**src/design/hnt_pkg.sv**
```systemverilog
// Hello neighbor table: shared types, sizes and codes.
// No dependencies; used by every module of the block.
package hnt_pkg;

    localparam int TABLE_ENTRIES = 32;
    localparam int ADDR_BITS     = 16;
    localparam int IDX_W         = (TABLE_ENTRIES > 1) ? $clog2(TABLE_ENTRIES) : 1;
    localparam int CNT_W         = $clog2(TABLE_ENTRIES + 1);

    localparam int OP_W          = 2;
    localparam int IN_ADDR_W     = 16;
    localparam int TIME_W        = 32;
    localparam int SEQ_W         = 32;
    localparam int COUNT_OUT_W   = 6;
    localparam int LIFETIME_W    = 20;

    localparam logic [LIFETIME_W-1:0] LIFETIME_RESET = LIFETIME_W'(4500);
    localparam logic [SEQ_W-1:0]      SEQ_RESET      = SEQ_W'(2);
    localparam logic [SEQ_W-1:0]      SEQ_STEP       = SEQ_W'(2);
    localparam logic [IDX_W-1:0]      LAST_IDX       = IDX_W'(TABLE_ENTRIES - 1);

    typedef enum logic [OP_W-1:0] {
        OP_HELLO  = 2'd0,
        OP_DELETE = 2'd1,
        OP_PURGE  = 2'd2,
        OP_LOOKUP = 2'd3
    } op_t;

    typedef enum logic [1:0] {
        ST_FOUND    = 2'd0,
        ST_INSERTED = 2'd1,
        ST_ABSENT   = 2'd2,
        ST_FULL     = 2'd3
    } status_t;

    typedef struct packed {
        op_t                    operation;
        logic [IN_ADDR_W-1:0]   neighbor_addr;
        logic [TIME_W-1:0]      now;
    } item_t;

    typedef struct packed {
        status_t                status;
        logic [COUNT_OUT_W-1:0] removed_count;
        logic [SEQ_W-1:0]       current_sequence;
        logic [COUNT_OUT_W-1:0] occupancy;
    } result_t;

    typedef struct packed {
        logic             load;
        logic             issue;
        logic [IDX_W-1:0] rd_idx;
        logic             finish;
    } cmd_t;

endpackage

```
**src/design/hnt_ctrl.sv**
```systemverilog
// Hello neighbor table controller: accepts a transaction, walks the table index,
// then commands the final update. Depends on hnt_pkg.
module hnt_ctrl (
    input  logic          clk,
    input  logic          rst_n,
    input  logic          start,
    output logic          busy,
    output hnt_pkg::cmd_t cmd
);
    import hnt_pkg::*;

    typedef enum logic [1:0] {
        S_IDLE,
        S_SCAN,
        S_DRAIN,
        S_FINISH
    } state_t;

    state_t           state_reg;
    state_t           state_next;
    logic [IDX_W-1:0] idx_reg;
    logic [IDX_W-1:0] idx_next;
    logic             busy_reg;

    always_comb
    begin
        state_next = state_reg;
        idx_next   = idx_reg;
        unique case (state_reg)
            S_IDLE:
            begin
                if (start)
                begin
                    state_next = S_SCAN;
                    idx_next   = '0;
                end
            end
            S_SCAN:
            begin
                if (idx_reg == LAST_IDX)
                    state_next = S_DRAIN;
                else
                    idx_next = idx_reg + IDX_W'(1);
            end
            S_DRAIN:  state_next = S_FINISH;
            S_FINISH: state_next = S_IDLE;
            default:  state_next = S_IDLE;
        endcase
    end

    always_ff @(posedge clk or negedge rst_n)
    begin
        if (!rst_n)
        begin
            state_reg <= S_IDLE;
            idx_reg   <= '0;
            busy_reg  <= 1'b0;
        end
        else
        begin
            state_reg <= state_next;
            idx_reg   <= idx_next;
            busy_reg  <= (state_next != S_IDLE);
        end
    end

    assign busy       = busy_reg;
    assign cmd.load   = start && (state_reg == S_IDLE);
    assign cmd.issue  = (state_reg == S_SCAN);
    assign cmd.rd_idx = idx_reg;
    assign cmd.finish = (state_reg == S_FINISH);

`ifndef SYNTHESIS
    a_busy_tracks_state: assert property (@(posedge clk) disable iff (!rst_n)
        busy_reg == (state_reg != S_IDLE))
        else $error("busy out of step with state");

    a_load_starts_scan: assert property (@(posedge clk) disable iff (!rst_n)
        cmd.load |=> (state_reg == S_SCAN) && (idx_reg == '0))
        else $error("accepted transaction did not start scan at entry zero");
`endif

endmodule

```
**src/design/hnt_datapath.sv**
```systemverilog
// Hello neighbor table datapath: entry memories, valid bits, counters,
// scan trackers and result register. Depends on hnt_pkg.
module hnt_datapath (
    input  logic                               clk,
    input  logic                               rst_n,
    input  hnt_pkg::cmd_t                      cmd,
    input  hnt_pkg::item_t                     item,
    input  logic                               lifetime_we,
    input  logic [hnt_pkg::LIFETIME_W-1:0]     lifetime_wdata,
    output logic                               result_valid,
    output hnt_pkg::result_t                   result
);
    import hnt_pkg::*;

    logic [ADDR_BITS-1:0]     addr_mem [TABLE_ENTRIES];
    logic [TIME_W-1:0]        exp_mem  [TABLE_ENTRIES];

    // payload registers
    op_t                      op_reg;
    logic [ADDR_BITS-1:0]     addr_reg;
    logic [TIME_W-1:0]        now_reg;
    logic [ADDR_BITS-1:0]     rd_addr_reg;
    logic [TIME_W-1:0]        rd_exp_reg;
    logic [IDX_W-1:0]         cmp_idx_reg;
    result_t                  result_reg;

    // control registers
    logic [LIFETIME_W-1:0]    lifetime_reg;
    logic [TABLE_ENTRIES-1:0] valid_reg;
    logic [TABLE_ENTRIES-1:0] valid_next;
    logic [CNT_W-1:0]         count_reg;
    logic [CNT_W-1:0]         count_next;
    logic [SEQ_W-1:0]         seq_reg;
    logic [SEQ_W-1:0]         seq_next;
    logic [CNT_W-1:0]         removed_reg;
    logic [CNT_W-1:0]         removed_next;
    logic                     match_found_reg;
    logic                     match_found_next;
    logic [IDX_W-1:0]         match_idx_reg;
    logic [IDX_W-1:0]         match_idx_next;
    logic                     free_found_reg;
    logic                     free_found_next;
    logic [IDX_W-1:0]         free_idx_reg;
    logic [IDX_W-1:0]         free_idx_next;
    logic                     cmp_vld_reg;
    logic                     result_valid_reg;

    logic                     cur_valid;
    logic                     hit;
    logic                     expired;
    logic [TIME_W-1:0]        exp_sum;
    status_t                  status_next;
    logic                     wr_addr_en;
    logic                     wr_exp_en;
    logic [IDX_W-1:0]         wr_idx;

    assign cur_valid = valid_reg[cmp_idx_reg];
    assign hit       = cur_valid && (rd_addr_reg == addr_reg);
    assign expired   = cur_valid && (rd_exp_reg <= now_reg);
    assign exp_sum   = now_reg + TIME_W'(lifetime_reg);

    always_comb
    begin
        valid_next       = valid_reg;
        count_next       = count_reg;
        seq_next         = seq_reg;
        removed_next     = removed_reg;
        match_found_next = match_found_reg;
        match_idx_next   = match_idx_reg;
        free_found_next  = free_found_reg;
        free_idx_next    = free_idx_reg;
        status_next      = ST_FOUND;
        wr_addr_en       = 1'b0;
        wr_exp_en        = 1'b0;
        wr_idx           = match_idx_reg;

        if (cmd.load)
        begin
            removed_next     = '0;
            match_found_next = 1'b0;
            free_found_next  = 1'b0;
        end

        if (cmp_vld_reg)
        begin
            if (hit && !match_found_reg)
            begin
                match_found_next = 1'b1;
                match_idx_next   = cmp_idx_reg;
            end
            if (!cur_valid && !free_found_reg)
            begin
                free_found_next = 1'b1;
                free_idx_next   = cmp_idx_reg;
            end
            if ((op_reg == OP_PURGE) && expired)
            begin
                valid_next[cmp_idx_reg] = 1'b0;
                count_next              = count_reg - CNT_W'(1);
                removed_next            = removed_reg + CNT_W'(1);
                seq_next                = seq_reg + SEQ_STEP;
            end
        end

        if (cmd.finish)
        begin
            unique case (op_reg)
                OP_HELLO:
                begin
                    if (match_found_reg)
                    begin
                        wr_exp_en   = 1'b1;
                        status_next = ST_FOUND;
                    end
                    else if (free_found_reg)
                    begin
                        wr_addr_en               = 1'b1;
                        wr_exp_en                = 1'b1;
                        wr_idx                   = free_idx_reg;
                        valid_next[free_idx_reg] = 1'b1;
                        count_next               = count_reg + CNT_W'(1);
                        seq_next                 = seq_reg + SEQ_STEP;
                        status_next              = ST_INSERTED;
                    end
                    else
                        status_next = ST_FULL;
                end
                OP_DELETE:
                begin
                    seq_next = seq_reg + SEQ_STEP;
                    if (match_found_reg)
                    begin
                        valid_next[match_idx_reg] = 1'b0;
                        count_next                = count_reg - CNT_W'(1);
                        removed_next              = CNT_W'(1);
                        status_next               = ST_FOUND;
                    end
                    else
                        status_next = ST_ABSENT;
                end
                OP_PURGE:  status_next = ST_FOUND;
                OP_LOOKUP: status_next = match_found_reg ? ST_FOUND : ST_ABSENT;
                default:   status_next = ST_FOUND;
            endcase
        end
    end

    always_ff @(posedge clk)
    begin
        if (wr_addr_en)
            addr_mem[wr_idx] <= addr_reg;
        if (wr_exp_en)
            exp_mem[wr_idx] <= exp_sum;
        if (cmd.issue)
        begin
            rd_addr_reg <= addr_mem[cmd.rd_idx];
            rd_exp_reg  <= exp_mem[cmd.rd_idx];
            cmp_idx_reg <= cmd.rd_idx;
        end
        if (cmd.load)
        begin
            op_reg   <= item.operation;
            addr_reg <= ADDR_BITS'(item.neighbor_addr);
            now_reg  <= item.now;
        end
        if (cmd.finish)
        begin
            result_reg.status           <= status_next;
            result_reg.removed_count    <= COUNT_OUT_W'(removed_next);
            result_reg.current_sequence <= seq_next;
            result_reg.occupancy        <= COUNT_OUT_W'(count_next);
        end
    end

    always_ff @(posedge clk or negedge rst_n)
    begin
        if (!rst_n)
        begin
            lifetime_reg     <= LIFETIME_RESET;
            valid_reg        <= '0;
            count_reg        <= '0;
            seq_reg          <= SEQ_RESET;
            removed_reg      <= '0;
            match_found_reg  <= 1'b0;
            match_idx_reg    <= '0;
            free_found_reg   <= 1'b0;
            free_idx_reg     <= '0;
            cmp_vld_reg      <= 1'b0;
            result_valid_reg <= 1'b0;
        end
        else
        begin
            if (lifetime_we)
                lifetime_reg <= lifetime_wdata;
            valid_reg        <= valid_next;
            count_reg        <= count_next;
            seq_reg          <= seq_next;
            removed_reg      <= removed_next;
            match_found_reg  <= match_found_next;
            match_idx_reg    <= match_idx_next;
            free_found_reg   <= free_found_next;
            free_idx_reg     <= free_idx_next;
            cmp_vld_reg      <= cmd.issue;
            result_valid_reg <= cmd.finish;
        end
    end

    assign result_valid = result_valid_reg;
    assign result       = result_reg;

`ifndef SYNTHESIS
    a_count_matches_valid: assert property (@(posedge clk) disable iff (!rst_n)
        count_reg == CNT_W'($countones(valid_reg)))
        else $error("entry count differs from number of valid entries");

    a_seq_even: assert property (@(posedge clk) disable iff (!rst_n)
        seq_reg[0] == 1'b0)
        else $error("sequence number went odd");

    a_finish_after_drain: assert property (@(posedge clk) disable iff (!rst_n)
        cmd.finish |-> !cmp_vld_reg && !cmd.issue)
        else $error("update issued while scan still in flight");

    a_single_strobe: assert property (@(posedge clk) disable iff (!rst_n)
        result_valid_reg |=> !result_valid_reg)
        else $error("result strobe held longer than one cycle");
`endif

endmodule

```
**src/design/hello_neighbor_table.sv**
```systemverilog
// Hello neighbor table top level. The result strobe is registered from the finish
// state, which follows the scan and drain states. A new transaction is taken only
// after the last one is through: the walk visits one entry per cycle over the
// single-port entry memories, then drain, finish and a return to idle come before
// busy allows the next accept.
// Reset clears all valid bits at once, sequence to 2 and lifetime to 4500.
// The receiver cannot stall: each result is shown for exactly one cycle.
module hello_neighbor_table (
    input  logic                           clk,
    input  logic                           rst_n,
    input  logic                           start,
    output logic                           busy,
    input  hnt_pkg::item_t                 item,
    input  logic                           lifetime_we,
    input  logic [hnt_pkg::LIFETIME_W-1:0] lifetime_wdata,
    output logic                           result_valid,
    output hnt_pkg::result_t               result
);
    import hnt_pkg::*;

    cmd_t cmd;

    hnt_ctrl u_ctrl (
        .clk   (clk),
        .rst_n (rst_n),
        .start (start),
        .busy  (busy),
        .cmd   (cmd)
    );

    hnt_datapath u_datapath (
        .clk            (clk),
        .rst_n          (rst_n),
        .cmd            (cmd),
        .item           (item),
        .lifetime_we    (lifetime_we),
        .lifetime_wdata (lifetime_wdata),
        .result_valid   (result_valid),
        .result         (result)
    );

endmodule

```
**config.mk**
```make
export PLATFORM = sky130hd
export DESIGN_NAME = hello_neighbor_table
export DESIGN_NICKNAME = d
export VERILOG_FILES = /design/src/design/hnt_pkg.sv /design/src/design/hnt_ctrl.sv /design/src/design/hnt_datapath.sv /design/src/design/hello_neighbor_table.sv
export SDC_FILE = /design/constraint.sdc
export NUM_CORES = 2
export LEC_CHECK = 0
export ABC_AREA = 1
export BUFFER_PORTS_ARGS = -buffer_cell sky130_fd_sc_hd__buf_2
export CAP_MARGIN = 5
export CORE_MARGIN = 2
export CORE_UTILIZATION = 40
export CTS_CLUSTER_DIAMETER = 120
export DETAILED_ROUTE_END_ITERATION = 8
export REMOVE_ABC_BUFFERS = 1
export SETUP_SLACK_MARGIN = 0.3
export SLEW_MARGIN = 30
export SYNTH_ARGS = -nofsm -noshare
export SYNTH_HDL_FRONTEND = slang
export SYNTH_SLANG_ARGS = --single-unit
```
**constraint.sdc**
```tcl
create_clock -name clk -period 6.51 [get_ports clk]
set_clock_uncertainty 0.15 [all_clocks]
set_input_delay 0.3255 -clock clk [delete_from_list [all_inputs] [get_ports clk]]
set_output_delay 0.3255 -clock clk [all_outputs]
set_load 0.02 [all_outputs]
```
==> flow_summary.yaml <==
grt:
  track_usage: 0.2177
  grt_max_degree: 163
  gr-total-overflow: 0
  grt_pass1_vias: 45957
  grt_pass1_wl_um: 303900
  antenna_found_initial: 6
pwr:
  p_leak_nw: 28.45
  ir_drop_uv: 343.5
  power_per_cell_area_nw_per_um2: 412.0
worst_setup_path:
  critPathRequiredTime_ns: 6.79
  crit_fanout: 32
  worstSetupPathType: "reg2reg"
  startpoint_type: "register"
  worstRegToRegCells: 9
  crit_arrival_ns: 4.70
  r2r-end: "u_datapath.exp_mem[14][18]$_DFFE_PP_"
  crit_path_start: "u_ctrl.state_reg[1]$_DFF_PN0_"
  end_kind: "register"
  rrSetupSlack_ns: 2.09
  reg2reg_from: "u_ctrl.state_reg[1]$_DFF_PN0_"
final_layout:
  fillers: 16160
  nets: 6008
  largest_reg_flops: 1024
  syn_to_final_growth_pct: 14.87
  drive_above_1_share: 0.1115
  n_antenna_cell: 0
  finish.utilization: 0.4619
  multi_input_area_sq_um: 18490
  regArea_sq_um: 53520
synthesis:
  synth_area_per_cell_sq_um: 13.00
  synthAdderAreaFrac: 0.01014
  synth.area.mux_share: 0.02850
  seq_area_frac_synth: 0.7276
  synthXorXnorAreaFrac: 0.008218
  synthSimpleGateAreaFrac: 0.08225
  synth_ff_type: "edfxtp_1"
  synth_cell_types: 55
  synth.area.top_cells: "edfxtp_1 69%, o21ai_0 5.3%, nor2_1 4.0%"
  synth-edff-count: 1684
  synth_top_family_by_area: "compound AO/OA/AOI/OAI gates"
  yosysWarnings: 0
  yosys.area.top_type: "edfxtp_1"
  synthArstFlopShare: 0.06496
  yosysTopAreaCellShare: 0.6877
  synth_seq_cells: 1801
  syn-cell-area_sq_um: 73530
  synth_compound_gate_area_share: 0.1151
  syn_inst: 5658
flow_run:
  drv_cap: 0
clocking:
  htreeDepth: 4
  clk_latency_ns: 0.83
  root_buffer: "clkbuf_16"
  cts_max_path_buffers: 3
  cts.sinks: 1801
  path_clk_slew_ns: 0.06
  post_cts_buffers: 0
  cts_made_buffers: 182
  cts_tree: "yes"
route:
  drtAntennaViolNets: 0
  vias_per_cell: 5.632
  wl_per_cell_um: 24.40
  drc: 0
  drt_pass1_iterations: 6
  totalWireLength_um: 207000
  vias: 47775
  drtIter0Drc: 5452
die:
  die_w_um: 432.8
  start_util: 0.4021
  die_area_sq_um: 187300
  core_area_sq_um: 182900
  ioPinCount: 122
  dieHeight_um: 432.8
  row_count: 157
sta:
  hold_violations: 0
  min_period_ns: 4.419
  worst_pin_slew_ns: 1.035
  timing.setup.tns_ns: 0
  hold_ws_ns: 0.03731
  rsz0062_at_grt: "false"
  setup_viol: 0
  fmax_mhz: 226.3
  period_share: 0.6787
  maxSlewHeadroom: 0.3097
  report.final.slew_viol_count: 0
run_status:
  status: "completed"
worst_hold_path:
  whs_path_depth: 2
  min_to: "u_datapath.lifetime_reg[9]$_DFFE_PN0P_"
  hold_start: "lifetime_we"
  hp-class: "in2reg"
placement:
  hpwl_um: 113200
  gp_congestion: 0.9519
  io_buffers: 120
## kinds of logic (layout without fill, tap and decap cells)
family                   Yosys count  count (layout)
AO/OA/AOI/OAI                   1487            1487
XOR/XNOR                          69              69
adder cells (fa/ha/maj)           59              59
buffers and inverters            534             895
flip-flops                      1801            1801
multiplexers                     207             207
other                              1               1
AND/OR/NAND/NOR                 1500            1500
## worst max-delay path: stages, from the launching register on
cell     delay, ns
dfrtp_1       0.49
nand2_2       0.28
nor2_2        0.49
inv_2         0.24
nor2_2        0.30
nand2_1       0.11
o21ai_0       0.22
nand2_1       0.67
nor3_2        0.34
buf_4         0.68
## placed cells by master, fill, tap and decap left out, drive strengths merged, types with 58 or more instances in the layout
cell / Yosys / final
nand3: 86 / 86
o221ai: 94 / 94
dfrtp: 111 / 111
mux2i: 188 / 188
edfxtp: 1684 / 1684
xor2: 58 / 58
ha: 58 / 58
o21ai: 795 / 795
dlygate4sd3: 0 / 93
o22ai: 349 / 349
buf: 65 / 278
nand2: 454 / 454
inv: 195 / 202
nor3: 120 / 120
a21oi: 168 / 168
clkbuf: 273 / 232
clkinv: 1 / 70
nor2: 793 / 793
## through the flow
stage	total power (W)	instance area (sq um)	setup WS, ns	std cells
global placement	0.02452	77690	1.991	8061
CTS	0.03490	84440	2.180	8482
detailed placement	0.02465	77750	2.218	8061
finish	0.03481	84470	2.091	8483
global route	0.03638	84470	1.768	8483
floorplan	0.01986	72200	-25.06	5320
## power by group
| part | switching (W) | internal [W] | leakage, nW |
|---|---|---|---|
| Clock | 0.00444 | 0.00578 | 2.79 |
| Combinational | 0.00732 | 0.00297 | 8.97 |
| Sequential | 0.000442 | 0.0139 | 16.7 |
| Total | 0.0122 | 0.0226 | 28.5 |
## cells in the mapped netlist (6+ instances only)
library cell / count
edfxtp_1: 1684
nor2_1: 789
o21ai_0: 775
nand2_1: 453
o22ai_1: 349
clkbuf_1: 273
inv_1: 191
mux2i_1: 188
a21oi_1: 167
nor3_1: 118
dfrtp_1: 111
o221ai_1: 94
nand3_1: 85
ha_1: 58
xor2_1: 58
o31ai_1: 48
buf_2: 36
buf_1: 25
nand4_1: 21
o21ai_1: 20
mux2_2: 19
or2_2: 12
xnor2_1: 11
nor4_1: 9
dfstp_2: 6
o211ai_1: 6
o32ai_1: 6
## area by class of cell
type,instances,share of cell area
well taps,2464,0.03650
multi-input cells,3323,0.2189
inverters,196,0.009021
repair buffers,371,0.03382
clock inverters,96,0.01132
flip-flops and latches,1801,0.6336
clock buffers,232,0.05688
## routing by layer
layer  track usage  wire [um]  up-vias
li1              -          -    21489
met1        0.2978      86590    24032
met2        0.3521      98100     1885
met3       0.03238      14650      369
met4       0.08094       7614        0
met5             0          0        -
## how the worst max path moves through the flow
stage	to	slack, ns	cells past startpoint
final	u_datapath.exp_mem[14][18]$_DFFE_PP_	2.09	9
after detailed placement	u_datapath.result[35]$_DFFE_PP_	2.22	14
after global routing	u_datapath.exp_mem[8][18]$_DFFE_PP_	1.77	12
after floorplan	u_datapath.rd_addr_reg[14]$_DFFE_PP_	-25.06	6
after global placement	u_datapath.exp_mem[4][25]$_DFFE_PP_	1.99	9
after CTS	u_datapath.exp_mem[14][30]$_DFFE_PP_	2.18	9
## repair_timing
item | CTS | global route
gates resized for setup | 0 | 0
hold endpoints to repair | 146 | 0
hold buffers | 93 | 0
Power figures use the tool's default switching activity.
